**config.mk**
```make
export PLATFORM = sky130hd
export DESIGN_NAME = mfes_rank_cell
export DESIGN_NICKNAME = d
export VERILOG_FILES = /design/src/rtl/mfes_pkg.sv /design/src/rtl/mfes_rank_cell.sv
export SDC_FILE = /design/constraint.sdc
export NUM_CORES = 1
export LEC_CHECK = 0
export BUFFER_PORTS_ARGS = -buffer_cell sky130_fd_sc_hd__buf_2
export CAP_MARGIN = 10
export CORE_AREA = 2 2 299 301
export CTS_BUF_LIST = sky130_fd_sc_hd__clkbuf_4
export CTS_CLUSTER_DIAMETER = 30
export DETAILED_ROUTE_END_ITERATION = 16
export DIE_AREA = 0 0 301 303
export GPL_ROUTABILITY_DRIVEN = 0
export HOLD_SLACK_MARGIN = 0.08
export PLACE_DENSITY = 0.49
export SLEW_MARGIN = 20
export SYNTH_ARGS = -nofsm -noshare
export SYNTH_HDL_FRONTEND = slang
export SYNTH_SLANG_ARGS = --single-unit
```
**constraint.sdc**
```tcl
create_clock -name clk -period 3.45 [get_ports clk]
set_input_delay 0.345 -clock clk [delete_from_list [all_inputs] [get_ports clk]]
set_output_delay 0.345 -clock clk [all_outputs]
set_load 0.02 [all_outputs]
```
**src/rtl/mfes_pkg.sv**
```systemverilog
`default_nettype none
// ----------------------------------------------------------------------------
// mfes_pkg: shared types and constants of the edge-shrinking median filter
// Pixel and register widths, register indexes, input action codes and the
// control word that travels down the rank chain.
// ----------------------------------------------------------------------------
package mfes_pkg;

  localparam int PIX_W         = 8;
  localparam int CFG_W         = 11;
  localparam int MAX_WIDTH_DEF = 1024;
  localparam int RADIUS_DEF    = 2;
  localparam int MAX_HEIGHT    = 1024;
  // Ranks and targets stay below 49 for every supported radius.
  localparam int RANK_W        = 6;

  localparam logic [CFG_W-1:0] WIDTH_RESET  = 11'd640;
  localparam logic [CFG_W-1:0] HEIGHT_RESET = 11'd480;

  typedef enum logic {
    REG_IMAGE_WIDTH  = 1'b0,
    REG_IMAGE_HEIGHT = 1'b1
  } cfg_reg_t;

  typedef enum logic {
    ACT_PIXEL = 1'b0,
    ACT_DRAIN = 1'b1
  } action_t;

  typedef struct packed {
    logic              vld;
    logic              last;
    logic [RANK_W-1:0] target;
  } rank_ctl_t;

endpackage
`default_nettype wire

```
**src/rtl/mfes_rank_cell.sv**
```systemverilog
`default_nettype none
// ----------------------------------------------------------------------------
// mfes_rank_cell: one cell of the rank chain
// Compares its own window element against every element and adds one to the
// rank of each element it precedes in the ascending order.
// ----------------------------------------------------------------------------
module mfes_rank_cell #(
  parameter int N   = 25,
  parameter int IDX = 0
) (
  input  logic                                   clk,
  input  logic                                   rst_n,
  input  logic                                   en,
  input  logic [N-1:0][mfes_pkg::PIX_W-1:0]      vals_i,
  input  logic [N-1:0][mfes_pkg::RANK_W-1:0]     rank_i,
  input  logic [N-1:0]                           mask_i,
  input  mfes_pkg::rank_ctl_t                    ctl_i,
  output logic [N-1:0][mfes_pkg::PIX_W-1:0]      vals_o,
  output logic [N-1:0][mfes_pkg::RANK_W-1:0]     rank_o,
  output logic [N-1:0]                           mask_o,
  output mfes_pkg::rank_ctl_t                    ctl_o
);
  import mfes_pkg::*;

  logic [N-1:0][PIX_W-1:0]  vals_r;
  logic [N-1:0][RANK_W-1:0] rank_r, rank_nxt;
  logic [N-1:0]             mask_r;
  logic                     vld_r;
  logic                     last_r;
  logic [RANK_W-1:0]        target_r;

  // Equal values are ordered by position so every rank is unique.
  always_comb begin
    for (int i = 0; i < N; i++) begin
      rank_nxt[i] = rank_i[i] + RANK_W'(mask_i[IDX] &&
                    ((vals_i[IDX] < vals_i[i]) ||
                     ((vals_i[IDX] == vals_i[i]) && (i > IDX))));
    end
  end

  always_ff @(posedge clk) begin
    if (!rst_n) begin
      vld_r <= 1'b0;
    end else if (en) begin
      vld_r <= ctl_i.vld;
    end
  end

  always_ff @(posedge clk) begin
    if (en) begin
      vals_r   <= vals_i;
      rank_r   <= rank_nxt;
      mask_r   <= mask_i;
      last_r   <= ctl_i.last;
      target_r <= ctl_i.target;
    end
  end

  assign vals_o = vals_r;
  assign rank_o = rank_r;
  assign mask_o = mask_r;
  assign ctl_o  = '{vld: vld_r, last: last_r, target: target_r};

endmodule
`default_nettype wire

```
# Yosys cells after proc, flatten, opt, wreduce, memory -nomap -nowiden
# Index checks and enable logic that the tools add are counted.
[word_totals]
memories = 0
regBits = 383
input_bits = 386
ramBits = 0
romBits = 0
latchBits = 0
output_inout_bits = 383
wordCells = 177
[op_classes]
shifts = 0
mul = 0
n_div = 0
addsub = 25
bitwise = 0
magnitude_cmp = 25
reduce_logical = 49
eq_ne = 24
n_mux = 0
[ops]
columns = ["cell", "count"]
rows = [
  ["8-bit less-than comparator", 25],
  ["8-bit == test", 24],
  ["6-bit by 1-bit adder with 6-bit output", 25],
  ["1-bit logical AND", 25],
  ["1-bit logical OR", 24],
]

# Logic depth before layout (Yosys ltp)
# Gate-level depths: netlist of run 1.
[depth]
ltp_word = 4
mapped_depth = 10
ltp_nobuf = 10

# Least setup slack after synthesis of run 1
# OpenSTA, ideal clock, no wires.
[synth_timing]
kind = "input to register"
start = "in vals_i[0] (netlist name)"
end = "reg rank_r, in the netlist rank_o[28], data pin"
path_buffers = 0
path_stages = 10
required_time_ns = 3.192
path_slack_ns = 1.059
arrival_time_ns = 2.133
setup_time_ns = 0.258
path_cell_list = "inv_1 ha_1 nor2b_1 o211ai_1 a21oi_1 o41ai_1 ha_1 ha_1 nand3_1 xnor2_1"
[synth_rtl]
columns = ["element", "line", "text"]
rows = [
  ["start, declared", "mfes_rank_cell.sv:14", "input logic [N-1:0][mfes_pkg::PIX_W-1:0] vals_i,"],
  ["end signal, assigned", "mfes_rank_cell.sv:52", "rank_r <= rank_nxt;"],
  ["end, declared", "mfes_rank_cell.sv:26", "logic [N-1:0][RANK_W-1:0] rank_r, rank_nxt;"],
]

==> results of run 1 <==
==> flip-flops by register name (all words and copies together), names as in the netlist <==
register	cells
target_r	6
rank_o	150
vals_o	200
vld_r	1
last_r	1
mask_o	25
==> where the power goes <==
group | switching (mW) | leakage [nW] | internal (mW)
sequential | 0.116 | 3.75 | 5.59
clock | 2.13 | 0.898 | 2.49
combinational | 1.57 | 9.73 | 1.28
total | 3.82 | 14.4 | 9.36
==> logic make-up after synthesis <==
logic type	Yosys count	synth area share (%)
AOI/OAI and AO/OA	144	4.983
xor gates and xnor gates	96	4.606
adders and majority gates	240	16.45
buffers and inverters	176	3.790
DFF	383	62.95
muxes	1	0.05484
and+or+nand+nor	231	7.163
==> per-layer routing <==
layer,vias to the layer above,GRT usage (%),wire [µm]
met5,-,0,84
met4,12,6.077,2254
met3,163,4.619,5010
met2,682,29.38,39370
met1,8288,17.58,29880
li1,8026,-,-
==> layout make-up <==
cell class / count / area (µm²)
fillers: 8474 / 55860
flip-flops and latches: 383 / 11490
repair buffers: 1470 / 10900
multi-input cells: 712 / 6078
well taps: 1165 / 1458
clock buffers: 157 / 1179
inverters: 170 / 638.1
clock inverters: 47 / 350.3
diodes: 8 / 20.02
==> what timing repair did <==
item,in CTS,in global routing
endpoints found under the setup margin,0,5
resized for setup,0,2
hold buffers,662,0
hold endpoints to repair,472,0
==> critical path: cells and delay by family <==
family          cells  cell delay (ns)
fa+ha+maj           3             0.84
buf+inv             4             1.80
xor+xnor            1             0.13
compound gates      3             0.67
simple gates        2             0.25
==> cells in the final DEF, fill, tap and decap left out, types with 2 or more instances in the layout <==
| master | synthesis | final |
|---|---|---|
| inv_1 | 169 | 168 |
| dlygate4sd3_1 | 0 | 662 |
| buf_4 | 2 | 31 |
| buf_2 | 1 | 766 |
| nand3_1 | 69 | 69 |
| or2b_1 | 7 | 7 |
| xnor2_1 | 69 | 69 |
| nor2b_1 | 25 | 25 |
| clkbuf_4 | 0 | 158 |
| nand2b_1 | 10 | 10 |
| a211oi_1 | 24 | 24 |
| o21ai_0 | 24 | 24 |
| diode_2 | 0 | 8 |
| o31ai_1 | 17 | 17 |
| ha_1 | 240 | 240 |
| bufinv_16 | 0 | 5 |
| clkinv_2 | 0 | 18 |
| o41ai_1 | 7 | 6 |
| clkinvlp_4 | 0 | 4 |
| o211ai_1 | 24 | 24 |
| edfxtp_1 | 382 | 382 |
| nand4_1 | 48 | 48 |
| clkinv_1 | 0 | 19 |
| or3_1 | 24 | 24 |
| xor2_1 | 27 | 27 |
| buf_12 | 0 | 9 |
| nor2_1 | 24 | 24 |
| and3_1 | 24 | 24 |
| a21oi_1 | 48 | 48 |
| inv_2 | 1 | 2 |
==> metrics by stage <==
stage / setup slack, ns / power, mW
floorplan: 1.059 / 6.835
global placement: -0.01372 / 7.975
detailed placement: -0.1114 / 8.018
CTS: 0.02210 / 13.33
global route: 0.06432 / 13.85
finish: 0.03328 / 13.18
==> how the worst max path moves through the flow <==
stage / endpoint / slack, ns / depth (start not counted)
detailed placement: rank_o[119]$_DFFE_PP_ / -0.11 / 9
global placement: rank_o[119]$_DFFE_PP_ / -0.01 / 9
CTS: rank_o[119]$_DFFE_PP_ / 0.02 / 12
finish: rank_o[70]$_DFFE_PP_ / 0.03 / 13
floorplan: rank_o[28]$_DFFE_PP_ / 1.06 / 10
global route: rank_o[70]$_DFFE_PP_ / 0.06 / 13
==> flow_summary.json, run 1 <==
{
  "area_growth_pct": 75.91,
  "worst_path_max_delay_cell": "dlygate4sd3_1",
  "grt_overflow": 0,
  "r2r-end": "vld_r$_SDFFE_PN0P_",
  "htreeDepth": 3,
  "hold_depth": 2,
  "critPathLaunch": "vals_i[1]",
  "first_global_vias": 18830,
  "dpl.hpwl_um": 54450,
  "finalMaxSlewViolations": 0,
  "worstPathCellList": "dlygate4sd3_1 > clkbuf_4 > buf_4 > ha_1 > nor2b_1 > o211ai_1 > a21oi_1 > o41ai_1 > ha_1 > ha_1 > nand3_1 > xnor2_1 > dlygate4sd3_1",
  "hold_class": "in -> reg",
  "fin_setup_tns_ns": 0,
  "r2r-start": "vld_r$_SDFFE_PN0P_",
  "critPathMostFrequentCell": "ha_1",
  "max-vdd-ir-drop_mv": 0.3304,
  "postRouteAntennaNets": 0,
  "synth_cell_type_count": 25,
  "synth_common_cells": "edfxtp_1, ha_1, inv_1",
  "synth.most_common_cell": "edfxtp_1",
  "synth.avg_cell_area_um2": 14.36,
  "dpl_cell_area_um2": 23920,
  "start_kind": "input port",
  "hold_end": "vals_o[32]$_DFFE_PP_",
  "worstPathMaxFanout": 15,
  "crit_arrival_ns": 4.07,
  "cp-end-kind": "flop",
  "drt_pass1_iterations": 4,
  "cts_setup_buffers": 0,
  "track_usage_pct": 16.09,
  "async_flop_share_pct": 0,
  "period_minus_slack_ns": 3.417,
  "final_hold_viol_count": 0,
  "drt-total-wl_um": 76610,
  "final_cells": 4112,
  "fin_worst_skew_ns": 0,
  "die_area_um2": 91200,
  "ff2ff_path_depth": 3,
  "critPathRequiredTime_ns": 4.10,
  "hold_path.startpoint": "vals_i[32]",
  "power.leakage_nw": 14.37,
  "synth_area_um2": 18250,
  "grt_setup_unrepaired": "false",
  "io_pins": 769,
  "final_area_um2": 32110,
  "insertion_delay_ns": 0.87,
  "worstSetupPathType": "in -> reg",
  "initial_core_util_pct": 20.75,
  "yosys.area.top_type": "edfxtp_1",
  "maxCapViolCount": 0,
  "drive_gt1_share_pct": 33.89,
  "ctsLongestPathBuffers": 3,
  "final_core_util_pct": 36.50,
  "fp-row-count": 109,
  "synth_edf_count": 382,
  "vias": 17170,
  "die_height_um": 303,
  "drc": 0,
  "fmax_ghz": 0.2927,
  "p_per_area_nw_per_um2": 410.5,
  "synthTopCellsByArea": "edfxtp_1, ha_1, inv_1, xnor2_1, nand3_1",
  "drt-initial-drc-count": 813,
  "status": "completed",
  "synthCells": 1271,
  "yosys_warnings": 0,
  "via_per_inst": 4.176,
  "die_x_um": 301,
  "cts_tree": "built",
  "setup_viol": 0,
  "tightest_slew_ns": 0.9027,
  "ys_seq_area_share_pct": 62.95,
  "synth.net_count": 1897,
  "antenna_found_initial": 10,
  "root_buffer": "clkbuf_4",
  "cts_buffers": 114,
  "core_um2": 87970,
  "rrSetupSlack_ns": 2.29,
  "wl_per_cell_um": 18.63,
  "netlist.area_leader.share_pct": 62.84,
  "path_clk_slew_ns": 0.07,
  "max_slew_margin_pct": 39.82,
  "cpPeakStageDelay_ns": 0.56,
  "grt_max_degree": 91,
  "place.port_buffers": 768,
  "whs_ns": 0.2215,
  "place_inst": 3238,
  "grt_pass1_wl_um": 109400,
  "ys.flop_type": "edfxtp_1",
  "fin_crit_sh_pct": 99.04,
  "clock_sink_count": 383,
  "ys_seq_elements": 383,
  "nets": 3477
}
(Power assumes the default switching activity.)
==> inputs of run 2 (changes only) <==
CTS_BUF_LIST = sky130_fd_sc_hd__clkbuf_2   (was sky130_fd_sc_hd__clkbuf_4)
==> flow_summary.json, run 2 <==
{
  "yosys.area.top_type": "edfxtp_1",
  "cts_setup_buffers": 0,
  "place_inst": 3238,
  "fp-row-count": 109,
  "htreeDepth": 3,
  "ys_seq_area_share_pct": 62.95,
  "synthCells": 1271,
  "yosys_warnings": 0,
  "dpl.hpwl_um": 54450,
  "io_pins": 769,
  "synth_area_um2": 18250,
  "die_height_um": 303,
  "ctsHoldBuffers": 691,
  "synth.most_common_cell": "edfxtp_1",
  "pre_cts_ws_ns": -0.1114,
  "synth.net_count": 1897,
  "clock_sink_count": 383,
  "initial_core_util_pct": 20.75,
  "status": "aborted with a tool error",
  "dpl_cell_area_um2": 23920,
  "stop_error": "[ERROR RSZ-0060] Max buffer count reached.",
  "cts_resized": 0,
  "synthTopCellsByArea": "edfxtp_1, ha_1, inv_1, xnor2_1, nand3_1",
  "root_buffer": "clkbuf_2",
  "place.port_buffers": 768,
  "lastStage": "clock tree synthesis",
  "ys.flop_type": "edfxtp_1",
  "async_flop_share_pct": 0,
  "synth.avg_cell_area_um2": 14.36,
  "cts_buffers": 114,
  "die_x_um": 301,
  "netlist.area_leader.share_pct": 62.84,
  "synth_cell_type_count": 25,
  "synth_common_cells": "edfxtp_1, ha_1, inv_1",
  "ctsLongestPathBuffers": 3,
  "ys_seq_elements": 383,
  "synth_edf_count": 382
}
run 2: cell counts after synthesis:
No cell type changed its count.
run 2: kinds of logic after synthesis:
logic type               synth area share, %
flip-flops                             62.95
adder cells (fa/ha/maj)                16.45
AND/OR/NAND/NOR                        7.163
buffers and inverters                  3.790
AO/OA/AOI/OAI                          4.983
XOR/XNOR                               4.606
multiplexers                         0.05484
run 2: stage by stage:
stage | util, % | hold slack, ns
after floorplan | - | 0.4439
after global placement | 27.20 | 0.4989
after detailed placement | 27.20 | 0.5111
==> inputs of run 3 (changes only) <==
CTS_BUF_LIST = default   (was sky130_fd_sc_hd__clkbuf_2)
CTS_CLUSTER_DIAMETER = default   (was 30)
HOLD_SLACK_MARGIN = default   (was 0.08)
PLACE_DENSITY = default   (was 0.49)
PLACE_DENSITY_LB_ADDON = 0.15   (was default)
==> flow_summary.json, run 3 (synthesis gave the netlist of run 1 again) <==
{
  "crit_arrival_ns": 2.99,
  "first_global_vias": 15400,
  "p_per_area_nw_per_um2": 478.2,
  "fp-row-count": 109,
  "setup_viol": 0,
  "die_height_um": 303,
  "io_pins": 769,
  "seq_power_share_pct": 43.3,
  "vias": 14450,
  "clock_sink_count": 383,
  "die_x_um": 301,
  "place.port_buffers": 768,
  "gr-max-usage-layer": "met2",
  "regArea_um2": 11490,
  "whs_ns": 0.04161,
  "met2_usage_pct": 25.72,
  "htreeDepth": 2,
  "final_area_um2": 27530,
  "final_common_cell": "buf_2",
  "drt-initial-drc-count": 654,
  "drt-total-wl_um": 68280,
  "start_kind": "input port",
  "final_hold_viol_count": 0,
  "switching_share_pct": 27.15,
  "fin_worst_skew_ns": 0,
  "status": "completed",
  "grt_pass1_wl_um": 97280,
  "hold_class": "in -> reg",
  "largest_reg_flops": 200,
  "fmax_ghz": 0.3755,
  "layout_common_cells": "buf_2, edfxtp_1, ha_1, dlygate4sd3_1, inv_1",
  "maxCapViolCount": 0,
  "critPathRequiredTime_ns": 3.77,
  "via_per_inst": 4.099,
  "worstPathMaxFanout": 3,
  "place_inst": 3221,
  "nets": 2951,
  "insertion_delay_ns": 0.57,
  "power.switching_mw": 3.574,
  "grt_setup_unrepaired": "false",
  "area_growth_pct": 50.81,
  "final_cells": 3526,
  "multi_input_area_um2": 6071,
  "cp-end-kind": "flop",
  "cts_tree": "built",
  "antenna_found_initial": 6,
  "max_slew_margin_pct": 32.63,
  "worstSetupPathType": "in -> reg",
  "max-vdd-ir-drop_mv": 0.3567,
  "pre_cts_ws_ns": 0.1041,
  "fin_crit_sh_pct": 77.19,
  "fin_ws_ns": 0.7871,
  "fin_setup_tns_ns": 0,
  "root_buffer": "clkbuf_16",
  "cts_buffers": 47,
  "tightest_slew_ns": 1.011,
  "drive_gt1_share_pct": 36.57,
  "drc": 0,
  "die_area_um2": 91200,
  "p_comb_share_pct": 18.0,
  "grt_max_degree": 73,
  "dpl.hpwl_um": 52960,
  "power.leakage_nw": 12.29,
  "grt_overflow": 0,
  "pwr-share-clk_pct": 38.7,
  "finalMaxSlewViolations": 0,
  "grt_util_met1_pct": 16.88,
  "postRouteAntennaNets": 0,
  "cts_setup_buffers": 0,
  "internal_power_mw": 9.589,
  "track_usage_pct": 14.28,
  "core_um2": 87970,
  "grtUsageMet3_pct": 3.473,
  "initial_core_util_pct": 20.75,
  "path_clk_slew_ns": 0.06,
  "wl_per_cell_um": 19.36,
  "ctsLongestPathBuffers": 3,
  "dpl_cell_area_um2": 23760,
  "fill_cells": 9073,
  "period_minus_slack_ns": 2.663,
  "drt_pass1_iterations": 5
}
==> run 3: what timing repair did <==
| action | CTS | global route |
|---|---|---|
| gates resized for setup | 0 | 0 |
| hold buffers | 220 | 0 |
| endpoints found under the hold margin | 220 | 0 |
==> run 3: power by group through the flow <==
stage	registers [mW]	clock network (mW)	logic, mW
CTS	5.71	5.29	2.41
global route	5.74	5.45	2.58
floorplan	6.32	0	0.514
detailed placement	5.80	0	2.20
global placement	5.80	0	2.17
finish	5.70	5.10	2.36
==> run 3: worst paths after layout <==
check | startpoint | end | slack, ns | cells after the start
max | vals_i[73] | rank_o[58]$_DFFE_PP_ | 0.79 | 12
min | vals_i[189] | vals_o[189]$_DFFE_PP_ | 0.04 | 1
max reg2reg | vld_r$_SDFFE_PN0P_ | vld_r$_SDFFE_PN0P_ | 2.85 | 2
min reg2reg | vld_r$_SDFFE_PN0P_ | vld_r$_SDFFE_PN0P_ | 0.54 | 2
==> run 3: final cells by class <==
class                           instances  area share [%]
Multi-Input combinational cell        712           22.05
Antenna cell                            1        0.009090
Inverter                              170           2.318
Clock buffer                           53           4.354
Tap cell                             1165           5.295
Sequential cell                       383           41.74
Timing Repair Buffer                 1011           22.90
Clock inverter                         31           1.327
==> run 3: critical path, cell delays in order <==
cell and delay (ns):
dlygate4sd3_1 0.54, buf_2 0.13, inv_1 0.18, ha_1 0.29, nor2b_1 0.13, o211ai_1 0.18
a21oi_1 0.10, o31ai_1 0.34, ha_1 0.32, ha_1 0.21, nand3_1 0.10, xnor2_1 0.12
==> run 3: routing by layer <==
metal / wire length [µm] / part of all wire [%]
met5: 16 / 0.023
met1: 27720 / 41
met4: 1689 / 2.5
met3: 4458 / 6.5
met2: 34390 / 50
==> run 3: through the flow <==
step / power, mW / util, %
final: 13.16 / 31.29
after global routing: 13.77 / 31.29
after CTS: 13.41 / 31.29
after detailed placement: 7.993 / 27.01
after global placement: 7.965 / 27.01
after floorplan: 6.835 / -
